`config.mk`:
```
export PLATFORM = sky130hd
export DESIGN_NAME = keyed_sorted_delay_queue
export DESIGN_NICKNAME = d
export VERILOG_FILES = /design/src/hdl/ksdq_pkg.sv /design/src/hdl/ksdq_ram.sv /design/src/hdl/keyed_sorted_delay_queue.sv
export SDC_FILE = /design/constraint.sdc
export NUM_CORES = 2
export LEC_CHECK = 0
export ABC_AREA = 1
export BUFFER_PORTS_ARGS = -buffer_cell sky130_fd_sc_hd__buf_2
export CAP_MARGIN = 20
export CORE_ASPECT_RATIO = 1.75
export CORE_MARGIN = 8
export CORE_UTILIZATION = 35
export CTS_BUF_LIST = sky130_fd_sc_hd__clkbuf_2 sky130_fd_sc_hd__clkbuf_4 sky130_fd_sc_hd__clkbuf_8
export CTS_CLUSTER_DIAMETER = 200
export DETAILED_ROUTE_END_ITERATION = 10
export MAX_ROUTING_LAYER = met4
export PLACE_DENSITY = 0.53
export SYNTH_ARGS = -nofsm -noshare
export SYNTH_HDL_FRONTEND = slang
export SYNTH_SLANG_ARGS = --single-unit
```
`constraint.sdc`:
```
create_clock -name clk_i -period 12.9 [get_ports clk_i]
set_input_delay 2.58 -clock clk_i [delete_from_list [all_inputs] [get_ports clk_i]]
set_output_delay 2.58 -clock clk_i [all_outputs]
set_load 0.05 [all_outputs]
```
`src/hdl/ksdq_pkg.sv`:
```
`timescale 1ns / 1ps
// ----------------------------------------------------------------------------
// ksdq_pkg
// Shared types and codes of the keyed sorted delay queue.
// ----------------------------------------------------------------------------
package ksdq_pkg;

  localparam int unsigned StationW = 17;
  localparam int unsigned TimeW    = 32;

  // Most entries reported by one expire item
  localparam int unsigned MAX_RESULTS = 32;

  typedef struct packed {
    logic [StationW-1:0] station;
    logic [TimeW-1:0]    obs_time;
    logic [TimeW-1:0]    rel_time;
  } entry_t;

  // Operation codes on the input tuser
  localparam logic [1:0] FUNC_ADD    = 2'd0;
  localparam logic [1:0] FUNC_TAKE   = 2'd1;
  localparam logic [1:0] FUNC_EXPIRE = 2'd2;

  // Result status codes on the output tuser
  localparam logic [2:0] ST_ADDED    = 3'd0;
  localparam logic [2:0] ST_KEPT     = 3'd1;
  localparam logic [2:0] ST_REPLACED = 3'd2;
  localparam logic [2:0] ST_FULL     = 3'd3;
  localparam logic [2:0] ST_TAKEN    = 3'd4;
  localparam logic [2:0] ST_NOTFOUND = 3'd5;
  localparam logic [2:0] ST_EXPIRED  = 3'd6;
  localparam logic [2:0] ST_NONE_DUE = 3'd7;

endpackage

```
`src/hdl/ksdq_ram.sv`:
```
`timescale 1ns / 1ps
// ----------------------------------------------------------------------------
// ksdq_ram
// Entry store: one write port, one read port, read data registered.
// ----------------------------------------------------------------------------
module ksdq_ram #(
  parameter int DEPTH = 32
) (
  input  logic                       clk_i,
  input  logic                       we_i,
  input  logic [$clog2(DEPTH)-1:0]   waddr_i,
  input  ksdq_pkg::entry_t           wdata_i,
  input  logic [$clog2(DEPTH)-1:0]   raddr_i,
  output ksdq_pkg::entry_t           rdata_o
);
  import ksdq_pkg::*;

  entry_t mem_q [DEPTH];
  entry_t rdata_q;

  always_ff @(posedge clk_i) begin
    if (we_i) begin
      mem_q[waddr_i] <= wdata_i;
    end
    rdata_q <= mem_q[raddr_i];
  end

  assign rdata_o = rdata_q;

endmodule

```
`src/hdl/keyed_sorted_delay_queue.sv`:
```
`timescale 1ns / 1ps
// ----------------------------------------------------------------------------
// keyed_sorted_delay_queue
// Queue of keyed entries kept in release-time order in a single RAM.
//
//   channel  dir  tdata (low bit up)                         tuser   tlast
//   s_axis   in   station, obs_time, release_time,           func    -
//                 replace, now_time
//   m_axis   out  out_station, out_obs_time,                 status  last
//                 out_release_time
//
// One item at a time. Add and take scan every stored entry; where an entry is
// added, moved or taken, they then shift the entries behind the changed place
// one per cycle, and each gives one result. Expire gives one due entry a cycle
// while the output is not stalled, then closes the gap, or gives one none-due
// result. The single RAM read port steps one entry per cycle. Reset empties
// the queue at once; a stalled output holds the sequencer in the expire or result state.
// ----------------------------------------------------------------------------
module keyed_sorted_delay_queue #(
  parameter int DEPTH = 32
) (
  input  logic         clk_i,
  input  logic         rst_ni,
  input  logic         s_axis_tvalid,
  output logic         s_axis_tready,
  // station[16:0], obs_time[48:17], release_time[80:49], replace[81],
  // now_time[113:82], zero fill
  input  logic [119:0] s_axis_tdata,
  // func[1:0]
  input  logic [1:0]   s_axis_tuser,
  output logic         m_axis_tvalid,
  input  logic         m_axis_tready,
  // out_station[16:0], out_obs_time[48:17], out_release_time[80:49], zero fill
  output logic [87:0]  m_axis_tdata,
  // status[2:0]
  output logic [2:0]   m_axis_tuser,
  output logic         m_axis_tlast
);
  import ksdq_pkg::*;

  localparam int AW = $clog2(DEPTH);
  localparam int CW = $clog2(DEPTH + 1);

  localparam logic [2:0] S_IDLE  = 3'd0;
  localparam logic [2:0] S_SCAN  = 3'd1;
  localparam logic [2:0] S_EXP   = 3'd2;
  localparam logic [2:0] S_SHIFT = 3'd3;
  localparam logic [2:0] S_RESP  = 3'd4;

  // control
  logic [2:0]    state_q, state_d;
  logic [CW-1:0] count_q, count_d;
  logic [CW-1:0] idx_q, idx_d;
  logic          found_q, found_d;
  logic          pset_q, pset_d;
  logic          pend_q, pend_d;
  logic          hold_v_q, hold_v_d;
  logic          m_valid_q, m_valid_d;

  // payload
  logic [1:0]          func_q, func_d;
  logic [StationW-1:0] st_q, st_d;
  logic [TimeW-1:0]    obs_q, obs_d;
  logic [TimeW-1:0]    rel_q, rel_d;
  logic                repl_q, repl_d;
  logic [TimeW-1:0]    now_q, now_d;
  logic [CW-1:0]       m_q, m_d;
  logic [CW-1:0]       p_q, p_d;
  entry_t              hit_q, hit_d;
  entry_t              hold_q, hold_d;
  logic [2:0]          res_status_q, res_status_d;
  entry_t              res_q, res_d;
  logic                sh_up_q, sh_up_d;
  logic [AW-1:0]       sh_src_q, sh_src_d;
  logic [AW-1:0]       sh_dst_q, sh_dst_d;
  logic [CW-1:0]       sh_n_q, sh_n_d;
  logic [AW-1:0]       pend_dst_q, pend_dst_d;
  logic                fin_q, fin_d;
  logic [AW-1:0]       fin_addr_q, fin_addr_d;
  logic [2:0]          m_status_q, m_status_d;
  entry_t              m_entry_q, m_entry_d;
  logic                m_last_q, m_last_d;

  // RAM port
  logic          mem_we;
  logic [AW-1:0] mem_waddr;
  entry_t        mem_wdata;
  logic [AW-1:0] mem_raddr;
  entry_t        mem_rdata;

  entry_t        new_entry;
  logic          slot_free;
  logic          due;

  assign new_entry = '{station: st_q, obs_time: obs_q, rel_time: rel_q};
  assign slot_free = !m_valid_q || m_axis_tready;
  assign due = (idx_q < count_q) && (32'(idx_q) < MAX_RESULTS) &&
               (mem_rdata.rel_time <= now_q);

  ksdq_ram #(
    .DEPTH(DEPTH)
  ) u_ram (
    .clk_i   (clk_i),
    .we_i    (mem_we),
    .waddr_i (mem_waddr),
    .wdata_i (mem_wdata),
    .raddr_i (mem_raddr),
    .rdata_o (mem_rdata)
  );

  // Read address
  always_comb begin
    unique case (state_q)
      S_SCAN:  mem_raddr = AW'(idx_q + 1'b1);
      S_EXP:   mem_raddr = (slot_free && due) ? AW'(idx_q + 1'b1) : AW'(idx_q);
      S_SHIFT: mem_raddr = sh_src_q;
      default: mem_raddr = '0;
    endcase
  end

  // Write port: moved entries while shifting, then the new entry
  assign mem_we    = (state_q == S_SHIFT) && (pend_q || (sh_n_q == '0 && fin_q));
  assign mem_waddr = pend_q ? pend_dst_q : fin_addr_q;
  assign mem_wdata = pend_q ? mem_rdata : new_entry;

  always_comb begin
    logic [CW-1:0] p_adj;

    state_d      = state_q;
    count_d      = count_q;
    idx_d        = idx_q;
    found_d      = found_q;
    pset_d       = pset_q;
    pend_d       = 1'b0;
    hold_v_d     = hold_v_q;
    func_d       = func_q;
    st_d         = st_q;
    obs_d        = obs_q;
    rel_d        = rel_q;
    repl_d       = repl_q;
    now_d        = now_q;
    m_d          = m_q;
    p_d          = p_q;
    hit_d        = hit_q;
    hold_d       = hold_q;
    res_status_d = res_status_q;
    res_d        = res_q;
    sh_up_d      = sh_up_q;
    sh_src_d     = sh_src_q;
    sh_dst_d     = sh_dst_q;
    sh_n_d       = sh_n_q;
    pend_dst_d   = pend_dst_q;
    fin_d        = fin_q;
    fin_addr_d   = fin_addr_q;
    m_status_d   = m_status_q;
    m_entry_d    = m_entry_q;
    m_last_d     = m_last_q;
    m_valid_d    = m_valid_q && !m_axis_tready;

    // insert place once the old entry is gone
    p_adj = (p_q > m_q) ? CW'(p_q - 1'b1) : p_q;

    unique case (state_q)
      S_IDLE: begin
        func_d   = s_axis_tuser;
        st_d     = s_axis_tdata[16:0];
        obs_d    = s_axis_tdata[48:17];
        rel_d    = s_axis_tdata[80:49];
        repl_d   = s_axis_tdata[81];
        now_d    = s_axis_tdata[113:82];
        idx_d    = '0;
        found_d  = 1'b0;
        pset_d   = 1'b0;
        p_d      = count_q;
        hold_v_d = 1'b0;
        if (s_axis_tvalid) begin
          if (s_axis_tuser == FUNC_ADD || s_axis_tuser == FUNC_TAKE) begin
            state_d = S_SCAN;
          end else if (s_axis_tuser == FUNC_EXPIRE) begin
            state_d = S_EXP;
          end
        end
      end

      S_SCAN: begin
        if (idx_q < count_q) begin
          idx_d = CW'(idx_q + 1'b1);
          if (mem_rdata.station == st_q && mem_rdata.obs_time == obs_q) begin
            found_d = 1'b1;
            m_d     = idx_q;
            hit_d   = mem_rdata;
          end else if (!pset_q && mem_rdata.rel_time >= rel_q) begin
            pset_d = 1'b1;
            p_d    = idx_q;
          end
        end else begin
          state_d = S_RESP;
          fin_d   = 1'b0;
          sh_n_d  = '0;
          if (func_q == FUNC_ADD) begin
            if (found_q) begin
              if (repl_q && hit_q.rel_time != rel_q) begin
                // move the entry to its new place
                res_status_d = ST_REPLACED;
                res_d        = new_entry;
                state_d      = S_SHIFT;
                fin_d        = 1'b1;
                fin_addr_d   = AW'(p_adj);
                sh_dst_d     = AW'(m_q);
                if (p_adj <= m_q) begin
                  sh_up_d  = 1'b1;
                  sh_src_d = AW'(m_q - 1'b1);
                  sh_n_d   = CW'(m_q - p_adj);
                end else begin
                  sh_up_d  = 1'b0;
                  sh_src_d = AW'(m_q + 1'b1);
                  sh_n_d   = CW'(p_adj - m_q);
                end
              end else begin
                res_status_d = ST_KEPT;
                res_d        = hit_q;
              end
            end else if (count_q == CW'(DEPTH)) begin
              res_status_d = ST_FULL;
              res_d        = new_entry;
            end else begin
              res_status_d = ST_ADDED;
              res_d        = new_entry;
              state_d      = S_SHIFT;
              count_d      = CW'(count_q + 1'b1);
              fin_d        = 1'b1;
              fin_addr_d   = AW'(p_q);
              sh_up_d      = 1'b1;
              sh_dst_d     = AW'(count_q);
              sh_src_d     = AW'(count_q - 1'b1);
              sh_n_d       = CW'(count_q - p_q);
            end
          end else begin
            if (found_q) begin
              res_status_d = ST_TAKEN;
              res_d        = hit_q;
              state_d      = S_SHIFT;
              count_d      = CW'(count_q - 1'b1);
              sh_up_d      = 1'b0;
              sh_dst_d     = AW'(m_q);
              sh_src_d     = AW'(m_q + 1'b1);
              sh_n_d       = CW'(count_q - m_q - 1'b1);
            end else begin
              res_status_d = ST_NOTFOUND;
              res_d        = '{station: st_q, obs_time: obs_q, rel_time: '0};
            end
          end
        end
      end

      S_EXP: begin
        if (slot_free) begin
          if (hold_v_q) begin
            m_valid_d  = 1'b1;
            m_status_d = ST_EXPIRED;
            m_entry_d  = hold_q;
            m_last_d   = !due;
          end
          if (due) begin
            hold_d   = mem_rdata;
            hold_v_d = 1'b1;
            idx_d    = CW'(idx_q + 1'b1);
          end else begin
            hold_v_d = 1'b0;
            if (idx_q == '0) begin
              m_valid_d  = 1'b1;
              m_status_d = ST_NONE_DUE;
              m_entry_d  = '0;
              m_last_d   = 1'b1;
              state_d    = S_IDLE;
            end else begin
              // drop the reported head entries
              state_d  = S_SHIFT;
              count_d  = CW'(count_q - idx_q);
              fin_d    = 1'b0;
              sh_up_d  = 1'b0;
              sh_dst_d = '0;
              sh_src_d = AW'(idx_q);
              sh_n_d   = CW'(count_q - idx_q);
            end
          end
        end
      end

      S_SHIFT: begin
        if (sh_n_q != '0) begin
          pend_d     = 1'b1;
          pend_dst_d = sh_dst_q;
          sh_src_d   = sh_up_q ? AW'(sh_src_q - 1'b1) : AW'(sh_src_q + 1'b1);
          sh_dst_d   = sh_up_q ? AW'(sh_dst_q - 1'b1) : AW'(sh_dst_q + 1'b1);
          sh_n_d     = CW'(sh_n_q - 1'b1);
        end else if (!pend_q) begin
          state_d = (func_q == FUNC_EXPIRE) ? S_IDLE : S_RESP;
        end
      end

      S_RESP: begin
        if (slot_free) begin
          m_valid_d  = 1'b1;
          m_status_d = res_status_q;
          m_entry_d  = res_q;
          m_last_d   = 1'b1;
          state_d    = S_IDLE;
        end
      end

      default: begin
        state_d = S_IDLE;
      end
    endcase
  end

  always_ff @(posedge clk_i or negedge rst_ni) begin
    if (!rst_ni) begin
      state_q   <= S_IDLE;
      count_q   <= '0;
      idx_q     <= '0;
      found_q   <= 1'b0;
      pset_q    <= 1'b0;
      pend_q    <= 1'b0;
      hold_v_q  <= 1'b0;
      m_valid_q <= 1'b0;
    end else begin
      state_q   <= state_d;
      count_q   <= count_d;
      idx_q     <= idx_d;
      found_q   <= found_d;
      pset_q    <= pset_d;
      pend_q    <= pend_d;
      hold_v_q  <= hold_v_d;
      m_valid_q <= m_valid_d;
    end
  end

  always_ff @(posedge clk_i) begin
    func_q       <= func_d;
    st_q         <= st_d;
    obs_q        <= obs_d;
    rel_q        <= rel_d;
    repl_q       <= repl_d;
    now_q        <= now_d;
    m_q          <= m_d;
    p_q          <= p_d;
    hit_q        <= hit_d;
    hold_q       <= hold_d;
    res_status_q <= res_status_d;
    res_q        <= res_d;
    sh_up_q      <= sh_up_d;
    sh_src_q     <= sh_src_d;
    sh_dst_q     <= sh_dst_d;
    sh_n_q       <= sh_n_d;
    pend_dst_q   <= pend_dst_d;
    fin_q        <= fin_d;
    fin_addr_q   <= fin_addr_d;
    m_status_q   <= m_status_d;
    m_entry_q    <= m_entry_d;
    m_last_q     <= m_last_d;
  end

  assign s_axis_tready = (state_q == S_IDLE);
  assign m_axis_tvalid = m_valid_q;
  assign m_axis_tuser  = m_status_q;
  assign m_axis_tlast  = m_last_q;
  assign m_axis_tdata  = {7'd0, m_entry_q.rel_time, m_entry_q.obs_time,
                          m_entry_q.station};

`ifndef SYNTHESIS
  a_count_bound: assert property (@(posedge clk_i) disable iff (!rst_ni)
    count_q <= CW'(DEPTH))
    else $error("entry count beyond depth");

  a_shift_no_overlap: assert property (@(posedge clk_i) disable iff (!rst_ni)
    (state_q == S_SHIFT && pend_q && sh_n_q != '0) |-> mem_raddr != pend_dst_q)
    else $error("shift reads the entry it writes");

  a_exp_bound: assert property (@(posedge clk_i) disable iff (!rst_ni)
    (state_q == S_EXP) |-> (32'(idx_q) <= MAX_RESULTS && idx_q <= count_q))
    else $error("expire index out of range");

  a_accept_busy: assert property (@(posedge clk_i) disable iff (!rst_ni)
    (s_axis_tvalid && s_axis_tready &&
     (s_axis_tuser == FUNC_ADD || s_axis_tuser == FUNC_TAKE ||
      s_axis_tuser == FUNC_EXPIRE)) |=> state_q != S_IDLE)
    else $error("valid item accepted but sequencer stayed idle");
`endif

endmodule

```
; Word-level counts from Yosys, hierarchy flattened
; Memory sizes are Yosys's and may differ from the RTL's. A register that Yosys moved wholly into a read port is not among the register bits.
; Index checks and enable logic that the tools add are counted.
; W data, S select, Z words.
[totals]
register_bits = 507
ram_bits = 2592
in_bits = 126
output_inout_bits = 94
wordCells = 279
memories = 1
[memory_table]
columns = name, depth, word_bits, read_ports, rd_ports_with_merged_regs, wr, line_no
row1 = u_ram.mem_q, 32, 81, 1, 1, 1, ksdq_ram.sv:18  ; entry_t mem_q [DEPTH];
[classes]
addsub = 17
order_cmp = 6
eq_ne = 32
n_mux = 140
bitwise = 1
reduce_logical = 44
[op_table]
columns = operator, n
row1 = $mux W81, 10
row2 = $pmux W81 S2, 1
row3 = $mux W5, 28
row4 = $mux W6, 23
row5 = $mux W3, 22
row6 = $pmux W5 S3, 3
row7 = $mux W1, 37
row8 = $pmux W6 S3, 2
row9 = $eq A32 B32 Y1, 1
row10 = $ge A32 B32 Y1, 1
row11 = $le A32 B32 Y1, 1
row12 = $ne A32 B32 Y1, 1
row13 = $sub A6 B6 Y6, 5
row14 = $ne A2 B2 Y1 const B, 14
row15 = $pmux W6 S2, 2
row16 = $reduce_and A8 Y1, 3
row17 = $sub A6 B1 Y6 const B, 4
row18 = $eq A17 B17 Y1, 1
row19 = $add A5 B1 Y5 const B, 3
row20 = $pmux W3 S5, 1
row21 = $sub A5 B1 Y5 const B, 3
row22 = $pmux W1 S2, 7
row23 = $add A6 B1 Y6 const B, 2
row24 = $logic_not A6 Y1, 2
row25 = 31 further kinds, 63

; Longest topological paths before layout
[logic_depth]
ltp_word = 9
depth_mapped = 27
depth_no_buf = 25

; Modules after synthesis
; Synthesis repeated with hierarchy kept, for this count alone.
[hier_totals]
hier_cells = 11303
area_unflattened_um2 = 131481.1
[modules_own_cells]
columns = module, n_inst, cells_each, area_per_inst_um2, seq_area_each_um2
row1 = ksdq_ram, 1, 8545, 104954.4, 79456.2
row2 = keyed_sorted_delay_queue, 1, 2758, 26526.7, 15124.5

; Worst setup path after synthesis
; OpenSTA, ideal clock, no wires.
[synth_path]
kind = register -> output
from = reg state_q[0]
to = out s_axis_tready
arrival_time_ps = 6261
t_required_ps = 10320
setup_slack_ps = 4059
stages_incl_launch_ff = 4
n_path_buf = 0
path_cell_list = dfrtp_1 > nor2_1 > inv_1 > nor2_1
[synth_between]
elab_chain_len = 1
[synth_rtl]
columns = item, line_no
row1 = start: declaration, keyed_sorted_delay_queue.sv:51  ; logic [2:0] state_q, state_d;
row2 = start signal: assignment, keyed_sorted_delay_queue.sv:329  ; state_q <= state_d;
row3 = $logic_not A3 Y1, keyed_sorted_delay_queue.sv:365  ; assign s_axis_tready = (state_q == S_IDLE);
row4 = end: declaration, keyed_sorted_delay_queue.sv:25  ; output logic s_axis_tready,
; Every way passes these cells.

; Worst setup path after layout
[layout_path]
from = reg u_ram.rdata_o[17] (netlist name)
to = reg u_ram.rdata_o[12] (netlist name)
[layout_between]
elab_chain_len = 5
[layout_rtl]
columns = item, line_no
row1 = $le A32 B32 Y1, keyed_sorted_delay_queue.sv:98  ; (mem_rdata.rel_time <= now_q);
row2 = $logic_and A1 B1 Y1, keyed_sorted_delay_queue.sv:97  ; assign due = (idx_q < count_q) && (32'(idx_q) < MAX_RESULTS) &&
row3 = $logic_and A1 B1 Y1, keyed_sorted_delay_queue.sv:115  ; S_EXP: mem_raddr = (slot_free && due) ? AW'(idx_q + 1'b1) : AW'(idx_q);
row4 = $mux W5, keyed_sorted_delay_queue.sv:115
row5 = $pmux W5 S3, keyed_sorted_delay_queue.sv:113  ; unique case (state_q)
; Every way passes these cells.
; A chain may end at the register's enable or synchronous reset.

==> impl_results.md <==
- Layout cells sized above 1: 0.102
- Critical path fanouts, max: 88
- Gp weighted congestion: 0.844
- Total track usage: 0.216
- Worst reg2reg path depth: 22
- Multi-input logic area: 36200 um2
- DR WL/cell: 25.7 um
- Slew at the pin with the worst max-slew slack: 1.19 ns
- Post-Place Setup Slack: 5.48 ns
- Longest Clk Path Bufs: 4
- Syn_area_per_cell: 11.2 um2
- Final Non-Filler Cells: 18000
- Post-synth EDFFs: 3079
- Num CTS Buffers: 436
- Top-area cell type share of the netlist area: 0.663
- Grt ovf: 0
- Fin crit share: 0.504
- F_max: 154 MHz
- Initial antenna violation count: 8
- Area leader, netlist: edfxtp_1
- Post-synth top flop: edfxtp_1
- Crit Reg-Reg Endpoint: u_ram.rdata_o[12]$_DFF_P_
- Final Hold Viols: 0
- H-tree levels: 5
- # IOs: 220
- Commonest non-fill, non-tap cell in the layout: edfxtp_1
- RSZ-0062 raised after global routing: no
- Initial Util: 0.350
- # setup viols final: 0
- Final worst setup slack: 6.40 ns
- Setup Crit Path Kind: reg -> reg
- Final min period: 6.50 ns
- Distinct cells, synth: 63
- Worst setup path endpoint: u_ram.rdata_o[12]$_DFF_P_
- WL final: 462 mm
- Post-CTS setup buffer count: 0
- Crit path required time: 13.83 ns
- Top post-synthesis cells by area: edfxtp_1 (66%), nand3_1 (8.6%), nand2_1 (6.2%)
- Post-Syn Area: 140000 um2
- First-pass GRT wire length: 666 mm
- Status: finished clean
- Most frequent cells in the layout: edfxtp_1 (3079), nand3_1 (2396), nand2_1 (2298), nand4_1 (1318), inv_1 (1250)
- Full die area: 420000 um2
- Slew margin rel.: 0.208
- Clk_lat worst skew: 1.09 ns
- CTS tree: done
- TNS Setup: 0 ns
- Placed cells: 17200
- Arr. time, crit path: 7.44 ns
- Area grow syn2layout: 10.7%
- Total clock sinks: 3180
- FILL cells: 38200
- Hold_ws: 0.454 ns
- Initial DRC count: 10400
- R2r startpoint: u_ram.rdata_o[17]$_DFF_P_
- Register area share after synthesis: 0.678
- Flop-to-flop setup slack: 6.40 ns
- Buffers on Ports: 206
- Ys Warns: 0
- DR vias: 99500
- Vias in the first global route: 97100
- CP startpoint kind: flop
- DIE WIDTH: 493 um
- Core Area: 398000 um2
- TritonRoute pass-1 iters: 6
- CTS resizes: 0
- CP endpoint kind: flop
- Post-DR vias/cell: 5.52
- Final nets: 12600
- Fraction of registers with async set/reset: 0.00629
- Drc violations: 0
- #FFs+latches synth: 3180
- Largest net degree at the start of global routing: 180
- Num rows: 307
- CP startpoint: u_ram.rdata_o[17]$_DFF_P_
- Chip height: 851 um
- Maximum VDD drop: 0.294 mV
- Lkg Pwr: 57.7 nW
- Root buffer cell: clkbuf_8
- PD cells: 257 nW/um2
- Max cap viols: 0
- Antenna viol nets, final: 0
- Clock transition at the registers of the reported paths: 0.07 ns
- Dpl hpwl: 229 mm
- CTS Hold Bufs: 0
- Worst Skew: 0.0544 ns
- FF+latch area: 94600 um2
- Final Max Tran Viols: 0
- Hold Crit Class: reg -> reg
- Mapped Cells: 12500
layout make-up:
cell class              count  share of cell area
diodes                      5           0.0000810
multi-input cells        7053               0.234
flip-flops and latches   3180               0.612
well taps                5253              0.0425
inverters                1272              0.0313
clock buffers             618              0.0494
repair buffers            452              0.0227
clock inverters           178             0.00736
critical path, cell delays in order (launching register included):
cell,delay (ns)
dfxtp_1,0.68
ha_1,0.35
nand2_1,0.06
nand2_1,0.05
nand2_1,0.05
nand2_1,0.05
nand2_1,0.05
nand3_1,0.08
a21oi_2,0.40
nand2_2,0.12
nand2_4,0.17
nand3_4,0.14
nand2_8,0.39
buf_4,0.94
buf_4,0.82
buf_4,0.94
nand4_1,0.17
nand3_1,0.15
nand3_1,0.09
nand3_1,0.12
nand2_1,0.17
nand2_1,0.10
nand2_1,0.05
state kept, by name (all words and copies together), names as in the netlist, 5 cells and up:
name,flops
count_q,6
fin_addr_q,5
hit_q,81
hold_q,81
idx_q,6
m_axis_tdata,81
m_q,6
now_q,32
obs_q,32
p_q,6
pend_dst_q,5
rel_q,32
res_q,81
sh_dst_q,5
sh_n_q,6
sh_src_q,5
st_q,17
u_ram.mem_q,2592
u_ram.rdata_o,81
per-stage QoR:
| stage | power [W] | area, um2 | util |
|---|---|---|---|
| 2_1_floorplan | 0.0263 | 140000 | - |
| 3_3_place_gp | 0.0316 | 145000 | 0.365 |
| 3_5_place_dp | 0.0317 | 145000 | 0.365 |
| 4_1_cts | 0.0397 | 154000 | 0.387 |
| 5_1_grt | 0.0420 | 154000 | 0.388 |
| 6_report | 0.0397 | 155000 | 0.388 |
layer usage:
layer	global-route usage	up-vias	share of wire
met5	-	-	0
met4	0.0903	0	0.045
met3	0.0291	1039	0.072
met2	0.359	4358	0.49
met1	0.267	49700	0.39
li1	-	44400	-
worst min-delay path by stage:
stage | slack, ns | from | endpoint | depth (start not counted)
4_1_cts | 0.46 | u_ram.rdata_o[0]$_DFF_P_ | hold_q[0]$_DFFE_PP_ | 0
5_1_grt | 0.47 | u_ram.rdata_o[0]$_DFF_P_ | hold_q[0]$_DFFE_PP_ | 0
6_report | 0.45 | u_ram.rdata_o[0]$_DFF_P_ | hold_q[0]$_DFFE_PP_ | 0
3_3_place_gp | 0.44 | u_ram.rdata_o[0]$_DFF_P_ | hit_q[0]$_DFFE_PP_ | 0
2_1_floorplan | 0.42 | idx_q[2]$_DFFE_PN0P_ | m_q[2]$_DFFE_PP_ | 0
3_5_place_dp | 0.44 | u_ram.rdata_o[0]$_DFF_P_ | hold_q[0]$_DFFE_PP_ | 0
logic make-up (layout without fill, tap and decap cells):
| logic type | Yosys count | after routing | synth area share |
|---|---|---|---|
| and+or+nand+nor | 6278 | 6278 | 0.216 |
| DFF | 3180 | 3180 | 0.678 |
| buffers and inverters | 2233 | 2520 | 0.0665 |
| AOI/OAI and AO/OA | 534 | 534 | 0.0211 |
| adders and majority gates | 119 | 119 | 0.0110 |
| xor gates and xnor gates | 114 | 114 | 0.00715 |
| other | 1 | 12 | 0.0000269 |
| muxes | 1 | 1 | 0.0000807 |
synth_stat cells (64+ instances only):
master and n:
o21ai_0 347, xor2_1 64, buf_1 66, buf_2 269, nand3_1 2397, clkbuf_1 554, inv_1 1254, nand2_1 2299
edfxtp_1 3079, nand4_1 1318, dfxtp_1 81, a21oi_1 75, ha_1 112, nor2_1 193
power breakdown:
part	leakage [nW]	switching (W)	total (W)	internal (W)
Combinational	24.2	0.0125	0.0173	0.00472
Clock	4.68	0.00392	0.00799	0.00407
Sequential	28.8	0.000706	0.0145	0.0138
Total	57.7	0.0172	0.0397	0.0225
No activity file was read; power rests on OpenSTA's default activity.
